`src/hw/rtl/gtlfe_pkg.sv`:
```
// Shared types, constants and the square-root step for the flat-earth converter.
package gtlfe_pkg;

  localparam logic [63:0] PI_Q62 = 64'hC90FDAA22168C235;
  localparam logic [63:0] ANG_FULL = PI_Q62 / 64'd1800000000;
  localparam int unsigned ANG_W = 33;
  localparam logic [ANG_W-1:0] ANG_Q62 = ANG_FULL[ANG_W-1:0];
  localparam logic [63:0] A_MM = 64'd6378137000;
  localparam logic [63:0] E2_Q40 = 64'd7360548640;
  localparam logic [63:0] ONE_Q30 = 64'd1 << 30;
  localparam logic [63:0] ONE_Q40 = 64'd1 << 40;
  localparam logic [63:0] TWO_P60 = 64'd1 << 60;
  localparam logic [127:0] M_PROD = 128'(A_MM) * (128'(ONE_Q40) - 128'(E2_Q40));
  localparam logic [63:0] M_COEF = M_PROD[103:40];
  localparam logic signed [30:0] LAT_LIMIT = 31'sd900000000;

  localparam int unsigned RAD_W = 33;
  localparam int unsigned SQ_STEPS = 32;

  localparam logic REG_HOME_LAT = 1'b0;
  localparam logic REG_HOME_LON = 1'b1;

  typedef struct packed {
    logic             ready;
    logic [30:0]      cos;
    logic [RAD_W-1:0] n_mm;
    logic [RAD_W-1:0] m_mm;
  } home_t;

  typedef struct packed {
    logic [35:0] rem;
    logic [31:0] root;
  } sqrt_t;

  function automatic sqrt_t sqrt_step(sqrt_t cur, logic [1:0] pair);
    sqrt_t       nxt;
    logic [35:0] r;
    logic [35:0] t;
    r = {cur.rem[33:0], pair};
    t = {2'b00, cur.root, 2'b01};
    if (r >= t) begin
      nxt.rem  = r - t;
      nxt.root = {cur.root[30:0], 1'b1};
    end else begin
      nxt.rem  = r;
      nxt.root = {cur.root[30:0], 1'b0};
    end
    return nxt;
  endfunction

endpackage

```
`src/hw/rtl/gtlfe_home.sv`:
```
// Sequencer that derives cosine and WGS84 radii from the home latitude.
module gtlfe_home #(
  parameter int unsigned TRIG_ITERATIONS = 24
) (
  input  logic                 clk_i,
  input  logic                 rst_ni,
  input  logic                 start_i,
  input  logic [29:0]          hlat_mag_i,
  output gtlfe_pkg::home_t     home_o
);
  import gtlfe_pkg::*;

  localparam int unsigned IW = $clog2(TRIG_ITERATIONS);
  localparam int unsigned DW = 2 * IW + 2;

  typedef enum logic [4:0] {
    ST_ANG, ST_X2, ST_INIT, ST_T1, ST_T2, ST_T3, ST_T4, ST_T5, ST_SC, ST_Q,
    ST_SQ, ST_R, ST_N, ST_RR, ST_R3, ST_M, ST_FIN, ST_DONE, ST_WAIT
  } state_e;

  typedef enum logic [1:0] {OP_MUL, OP_DIV, OP_SQRT} op_e;

  state_e state_q, ret_q, l_ret;
  op_e    op_q, l_op;
  logic   l_go;
  logic [63:0] l_a, l_b;
  logic [6:0]  cnt_q;
  logic [127:0] acc_q, mc_q;
  logic [63:0]  mp_q, dvd_q, dvs_q;
  logic [64:0]  rem_q;
  logic [31:0]  root_q;
  logic [63:0]  x_q, x2_q, ts_q, tc_q, r_q;
  logic signed [63:0] as_q, ac_q;
  logic [IW-1:0] i_q;
  logic [30:0]  c_q;
  logic [RAD_W-1:0] n_q, m_q;

  logic [IW:0]   two_i, two_i_m1;
  logic [DW-1:0] div_s, div_c;
  logic [30:0]   s_w, c_w;
  logic [63:0]   q_w, d_w, prod_w;
  logic [64:0]   div_rt;
  logic          div_ge;
  sqrt_t         sq_nxt;

  function automatic logic [30:0] clamp_unit(logic signed [63:0] v);
    logic [30:0] r;
    if (v < 0) begin
      r = '0;
    end else if (v > $signed(ONE_Q30)) begin
      r = ONE_Q30[30:0];
    end else begin
      r = v[30:0];
    end
    return r;
  endfunction

  always_comb begin
    two_i    = {i_q, 1'b0};
    two_i_m1 = two_i - (IW+1)'(1);
    div_s    = DW'(two_i) * DW'({i_q, 1'b1});
    div_c    = DW'(two_i_m1) * DW'(two_i);
    s_w      = clamp_unit(as_q);
    c_w      = clamp_unit(ac_q);
    prod_w   = acc_q[93:30];
    q_w      = ONE_Q40 - prod_w;
    d_w      = (root_q == '0) ? 64'd1 : 64'(root_q);
    div_rt   = {rem_q[63:0], dvd_q[63]};
    div_ge   = div_rt >= {1'b0, dvs_q};
    sq_nxt   = sqrt_step('{rem: rem_q[35:0], root: root_q}, dvd_q[63:62]);
  end

  always_comb begin
    l_go  = 1'b1;
    l_op  = OP_MUL;
    l_a   = '0;
    l_b   = '0;
    l_ret = ST_DONE;
    case (state_q)
      ST_ANG: begin
        l_a = 64'(hlat_mag_i); l_b = 64'(ANG_Q62); l_ret = ST_X2;
      end
      ST_X2: begin
        l_a = acc_q[95:32]; l_b = acc_q[95:32]; l_ret = ST_INIT;
      end
      ST_T1: begin
        l_a = ts_q; l_b = x2_q; l_ret = ST_T2;
      end
      ST_T2: begin
        l_op = OP_DIV; l_a = prod_w; l_b = 64'(div_s); l_ret = ST_T3;
      end
      ST_T3: begin
        l_a = tc_q; l_b = x2_q; l_ret = ST_T4;
      end
      ST_T4: begin
        l_op = OP_DIV; l_a = prod_w; l_b = 64'(div_c); l_ret = ST_T5;
      end
      ST_SC: begin
        l_a = 64'(s_w); l_b = 64'(s_w); l_ret = ST_Q;
      end
      ST_Q: begin
        l_a = E2_Q40; l_b = prod_w; l_ret = ST_SQ;
      end
      ST_SQ: begin
        l_op = OP_SQRT; l_a = {q_w[43:0], 20'b0}; l_ret = ST_R;
      end
      ST_R: begin
        l_op = OP_DIV; l_a = TWO_P60; l_b = d_w; l_ret = ST_N;
      end
      ST_N: begin
        l_a = A_MM; l_b = dvd_q; l_ret = ST_RR;
      end
      ST_RR: begin
        l_a = r_q; l_b = r_q; l_ret = ST_R3;
      end
      ST_R3: begin
        l_a = prod_w; l_b = r_q; l_ret = ST_M;
      end
      ST_M: begin
        l_a = M_COEF; l_b = prod_w; l_ret = ST_FIN;
      end
      default: l_go = 1'b0;
    endcase
  end

  always_ff @(posedge clk_i or negedge rst_ni) begin
    if (!rst_ni) begin
      state_q <= ST_ANG;
      ret_q   <= ST_DONE;
      op_q    <= OP_MUL;
      cnt_q   <= '0;
      i_q     <= '0;
    end else if (start_i) begin
      state_q <= ST_ANG;
    end else begin
      if (l_go) begin
        op_q    <= l_op;
        ret_q   <= l_ret;
        state_q <= ST_WAIT;
        cnt_q   <= (l_op == OP_SQRT) ? 7'd32 : 7'd64;
        acc_q   <= '0;
        mc_q    <= {64'b0, l_a};
        mp_q    <= l_b;
        rem_q   <= '0;
        dvd_q   <= l_a;
        dvs_q   <= l_b;
        root_q  <= '0;
      end
      case (state_q)
        ST_X2: x_q <= acc_q[95:32];
        ST_INIT: begin
          x2_q    <= prod_w;
          ts_q    <= x_q;
          tc_q    <= ONE_Q30;
          as_q    <= $signed(x_q);
          ac_q    <= $signed(ONE_Q30);
          i_q     <= IW'(1);
          state_q <= ST_T1;
        end
        ST_T3: ts_q <= dvd_q;
        ST_T5: begin
          tc_q <= dvd_q;
          if (i_q[0]) begin
            as_q <= as_q - $signed(ts_q);
            ac_q <= ac_q - $signed(dvd_q);
          end else begin
            as_q <= as_q + $signed(ts_q);
            ac_q <= ac_q + $signed(dvd_q);
          end
          i_q     <= i_q + IW'(1);
          state_q <= (i_q == IW'(TRIG_ITERATIONS - 1)) ? ST_SC : ST_T1;
        end
        ST_SC: c_q <= c_w;
        ST_N: r_q <= dvd_q;
        ST_RR: n_q <= acc_q[RAD_W+29:30];
        ST_FIN: begin
          m_q     <= acc_q[RAD_W+29:30];
          state_q <= ST_DONE;
        end
        ST_WAIT: begin
          case (op_q)
            OP_MUL: begin
              if (mp_q[0]) begin
                acc_q <= acc_q + mc_q;
              end
              mc_q <= mc_q << 1;
              mp_q <= mp_q >> 1;
            end
            OP_DIV: begin
              rem_q <= div_ge ? (div_rt - {1'b0, dvs_q}) : div_rt;
              dvd_q <= {dvd_q[62:0], div_ge};
            end
            OP_SQRT: begin
              rem_q  <= 65'(sq_nxt.rem);
              root_q <= sq_nxt.root;
              dvd_q  <= dvd_q << 2;
            end
            default: ;
          endcase
          cnt_q <= cnt_q - 7'd1;
          if (cnt_q == 7'd1) begin
            state_q <= ret_q;
          end
        end
        default: ;
      endcase
    end
  end

  assign home_o.ready = (state_q == ST_DONE);
  assign home_o.cos   = c_q;
  assign home_o.n_mm  = n_q;
  assign home_o.m_mm  = m_q;

endmodule
```
`config.mk`:
```
export PLATFORM = sky130hd
export DESIGN_NAME = gtlfe_home
export DESIGN_NICKNAME = d
export VERILOG_FILES = /design/src/hw/rtl/gtlfe_pkg.sv /design/src/hw/rtl/gtlfe_home.sv
export SDC_FILE = /design/constraint.sdc
export NUM_CORES = 2
export LEC_CHECK = 0
export BUFFER_PORTS_ARGS = -buffer_cell sky130_fd_sc_hd__buf_4
export CAP_MARGIN = 5
export CORE_MARGIN = 2
export CORE_UTILIZATION = 30
export CTS_BUF_LIST = sky130_fd_sc_hd__clkbuf_8
export DETAILED_ROUTE_END_ITERATION = 10
export GPL_ROUTABILITY_DRIVEN = 0
export PLACE_DENSITY = 0.41
export REMOVE_ABC_BUFFERS = 1
export SLEW_MARGIN = 20
export SYNTH_ARGS = -nofsm -noshare
export SYNTH_HDL_FRONTEND = slang
export SYNTH_SLANG_ARGS = --single-unit
```
`constraint.sdc`:
```
create_clock -name clk_i -period 43.9 [get_ports clk_i]
set_input_delay 4.39 -clock clk_i [delete_from_list [all_inputs] [get_ports clk_i]]
set_output_delay 4.39 -clock clk_i [all_outputs]
set_load 0.005 [all_outputs]
```
### After elaboration in Yosys (flattened, before gate mapping)

Cells that the tools add are included.

* flip-flop bits (word level): 1114
* word-level logic and storage cells: 137
* input bits: 33

* $mul: 2
* bitwise logic cells: 1
* muxes and demuxes: 45
* reduce and logical (&&, ||, !) cells: 26
* $lt $le $gt $ge: 6
* add/subtract/negate cells: 11
* equal/unequal tests: 23

Operators with widths (count)
* 128-bit two-way mux: 7
* 64-bit one-hot mux with 12 select lines: 1
* 64-bit one-hot mux with 10 select lines: 1
* 64-bit one-hot mux with 2 select lines: 5
* 64-bit two-way mux: 7
* 65-bit two-way mux: 3
* 65-bit one-hot mux with 2 select lines: 1
* 128-bit adder: 1
* 64-bit adder: 2
* 64-bit by 32-bit greater-than comparator with 1-bit output, second input constant: 2
* 64-bit by 1-bit < comparator with 1-bit output, second input constant: 2
* 32-bit two-way mux: 4
* 64-bit subtractor: 2
* 31-bit two-way mux: 3
* 5-bit one-hot mux with 14 select lines: 1
* 68-bit two-way mux: 1
* 65-bit by 64-bit >= comparator with 1-bit output: 1
* 65-bit by 64-bit subtractor with 65-bit output: 1
* 41-bit by 44-bit subtractor with 44-bit output, first input constant: 1
* 5-bit by 4-bit equality test with 1-bit output, second input constant: 8
* 36-bit by 34-bit >= comparator with 1-bit output: 1
* 36-bit by 34-bit subtractor with 36-bit output: 1
* 32-bit zero test: 1
* 3-bit AND reduction: 9
* 27 further kinds: 48

### Logic depth before layout (Yosys ltp)

* depth after elaboration: 7
* depth in mapped cells: 27
* depth with buffers taken out: 26

### Worst setup path before layout

Ideal clock, no wire load.

* path kind: input to register
* from: input port start_i
* to: register ac_q[0], enable pin
* setup time: 0.980 ns
* arrival: 17.713 ns
* stages: 3
* buffers on the path: 1
* slack: 25.207 ns
* path through: clkbuf_1 -> nand2b_1 -> nor3_1

* cells in the longest elaborated chain, start to end: 2

Ends and longest elaborated chain
* start: declaration: line gtlfe_home.sv:7 `input logic start_i,`
* 1-bit inverter (no source line)
* 3-bit AND reduction (no source line)
* end signal: assignment: line gtlfe_home.sv:156 `ac_q <= $signed(ONE_Q30);`
* end signal: assignment: line gtlfe_home.sv:165 `ac_q <= ac_q - $signed(dvd_q);`
* end signal: assignment: line gtlfe_home.sv:168 `ac_q <= ac_q + $signed(dvd_q);`
* end: declaration: line gtlfe_home.sv:33 `logic signed [63:0] as_q, ac_q;`

No other way between the ends.
A chain may end at the register's enable or synchronous reset.

==> flow_summary_export.csv <==
group,metric,value,unit
critical_path,reg2regPathDepth,23,
critical_path,timing.rr.end,"as_q[63]",
yosys,synth_top_area_share,44.5,%
grt,grt_use_met2,34.0,%
yosys,ys.flop_type,"edfxtp_1",
yosys,synth_most_common_cell,"edfxtp_1",
route,drt_wl_total,278000,µm
worst_hold_path,hold_end,"ret_q[3]",
critical_path,worst-setup-path-type,"reg -> out",
route,vias,58900,
critical_path,crit_required,39.51,ns
status,status,"complete, no violations",
clock_tree,h-tree-depth,4,
clock_tree,insertion_delay,0.98,ns
floorplanning,io_pins,131,
critical_path,startpoint_type,"register",
grt,grt_pass1_wl,402000,µm
clock_tree,cts_setup_buffers,0,
yosys,synth_common_cells,"edfxtp_1, a21oi_1, nand2_1",
yosys,avgSynthCellArea,9.50,µm²
clock_tree,cts_resized,0,
critical_path,cp_slowest_cell,"dfrtp_1",
clock_tree,cts.reportedPaths.clkPinSlew,0.06,ns
route,drt_iter0_drc,6684,
layout,area_delta_synth_final,11.7,%
yosys,yosys_warnings,0,
critical_path,reg2reg_slack,37.15,ns
sta,slew_headroom,21.4,%
yosys,yosys-top-cells-area,"edfxtp_1, ha_1, a21oi_1",
pwr,seqPwrFrac,33.8,%
floorplanning,die_h,484,µm
pwr,p_leak,29.3,nW
sta,layout_min_cycle_time,7.14,ns
grt,antenna_found_initial,7,
layout,drive_above_1_share,8.29,%
grt,grt_use_met3,3.85,%
route,routedWlPerCell,26.6,µm
worst_hold_path,holdCritPathClass,"reg -> reg",
yosys,ys_types,94,
layout,fin_nets,7654,
clock_tree,cts_hold_buf,0,
grt,grt-ovfl-total,0,
yosys,ys_seq_area_share,45.4,%
placement,place_ws,36.58,ns
critical_path,critPathMaxStageDelay,0.71,ns
floorplanning,core-area,230000,µm²
floorplanning,start_util,30.1,%
route,ant_nets,0,
floorplanning,die_area,234000,µm²
yosys,async_flop_share,2.29,%
sta,hold_viol_final,0,
placement,dp_hpwl,203000,µm
sta,fin_skew,0.0668,ns
pwr,power.density,50.5,nW/µm²
sta,rsz0062_at_grt,"no",
placement,port_buffers,130,
yosys,synth_enable_flop_cells,1025,
sta,min_period_over_period,16.3,%
critical_path,path_buf_inv,1,
sta,tightest_slew,1.18,ns
placement,placed_area,73300,µm²
clock_tree,numCtsBuffers,200,
yosys,yosysTopAreaCell,"edfxtp_1",
clock_tree,clkSinkCount,1049,
grt,grt_pass1_vias,57100,
pwr,vdd.ir_drop.worst,0.0286,mV
yosys,synthCells,7280,
pwr,switchingPower,1.58,mW
clock_tree,clockBufferDepth,3,
critical_path,r2r_start,"ts_q[1]",
worst_hold_path,whs_path_depth,1,
clock_tree,cts-root-buf,"clkbuf_8",
yosys,netlist_area,69200,µm²
layout,nFillCells,23600,
layout,final_util,33.6,%
grt,met1_usage,33.3,%
pwr,sw_frac_of_total,40.5,%
floorplanning,rows,176,
pwr,comb_power_share,40.4,%
floorplanning,die_w,484,µm
yosys,ys_ff_latch,1049,
route,routed_via_density,5.65,
critical_path,crit_family,"simple AND/OR/NAND/NOR gates",
critical_path,critPathMaxFanout,23,
worst_hold_path,min_from,"ret_q[3]",
sta,fin_ws,36.76,ns
critical_path,cp.arrival,2.75,ns
pwr,clock_power_share,25.8,%
critical_path,crit_path_cell_trace,"nor2_1 > and4_1 > buf_4",
sta,slew_violations,0,
route,drc_errors,0,
grt,grt.busiest_layer,"met2",
pwr,intPower,2.32,mW
layout,post-route-cell-area,77300,µm²
grt,grt_max_degree,149,
critical_path,worst_setup_path_end_kind,"primary output",
sta,fin_setup_tns,0,ns
route,firstDrtPassIters,10,
sta,setup_viol,0,
clock_tree,cts_tree,"built",
job,drv_cap,0,
layout,multi_input_area,35000,µm²
sta,max_freq,0.140,GHz
critical_path,cp_num_cells,3,
grt,grtUsageTotal,22.9,%
layout,seq_area,31400,µm²
-- how the worst max path moves through the flow --
stage	to	slack (ns)	startpoint
2_1_floorplan	ac_q[0]	25.37	start_i
3_5_place_dp	ac_q[59]	36.58	rst_ni
3_3_place_gp	x_q[1]	36.63	rst_ni
4_1_cts	home_o[97]	36.68	state_q[2]
5_1_grt	as_q[61]	36.60	ts_q[11]
6_report	home_o[97]	36.76	state_q[2]
-- power by group through the flow --
stage                     combinational [mW]  clock, mW  sequential [mW]
final                                   1.58       1.01             1.32
after global routing                    1.74       1.07             1.33
after floorplan                         1.11          0             1.31
after detailed placement                1.55          0             1.34
after CTS                               1.56       1.03             1.32
after global placement                  1.56          0             1.33
-- logic make-up after synthesis --
group / count (synthesis) / share of synthesized area (%)
AO/OA/AOI/OAI: 2418 / 22.3
XOR/XNOR: 476 / 6.03
adder cells (fa/ha/maj): 391 / 7.31
buffers and inverters: 791 / 4.33
flip-flops: 1049 / 45.4
multiplexers: 21 / 0.313
AND/OR/NAND/NOR: 2134 / 14.3
-- metal layers --
layer | wire (µm) | up-vias | share of wire [%]
met5 | 13 | - | 0.0047
met4 | 9920 | 2 | 3.6
met3 | 19900 | 386 | 7.2
met2 | 118000 | 2224 | 42
met1 | 130000 | 29000 | 47
li1 | - | 27200 | -
-- registers in the layout, summed over array words and instances (netlist names) --
signal,count
acc_q,96
mc_q,96
ac_q,64
as_q,64
dvd_q,64
dvs_q,64
mp_q,64
r_q,64
rem_q,64
tc_q,64
ts_q,64
x2_q,64
x_q,64
m_q,33
n_q,33
root_q,32
c_q,31
cnt_q,7
i_q,5
ret_q,5
state_q,5
op_q,2
-- per-stage QoR --
step,hold WS [ns],std cells,power (mW)
final,0.489,10400,3.90
after global routing,0.520,10400,4.14
after CTS,0.490,10400,3.91
after detailed placement,0.477,10100,2.89
after global placement,0.463,10100,2.89
after floorplan,0.443,6764,2.42
-- final cells by class --
type / instances / area share, %
Antenna cell: 6 / 0.0194
Multi-Input combinational cell: 5440 / 45.3
Sequential cell: 1049 / 40.6
Clock inverter: 160 / 1.40
Tap cell: 3026 / 4.90
Clock buffer: 209 / 3.72
Timing Repair Buffer: 264 / 2.64
Inverter: 275 / 1.35
-- layout by cell type (no fill, tap or decap), types with 77 or more instances in the layout --
cell	instances
buf_4	259
o21ai_0	412
a222oi_1	87
xnor2_1	328
a22oi_1	185
a21oi_1	845
nor3_1	104
ha_1	367
a221oi_1	97
nand2_1	703
a21o_1	206
and2_1	81
nor2_1	544
edfxtp_1	1025
nand4_1	135
inv_1	332
nand3_1	197
xor2_1	148
o21bai_1	77
clkbuf_8	209
a31oi_1	83
Note: power is estimated with default switching activity, not from simulation.
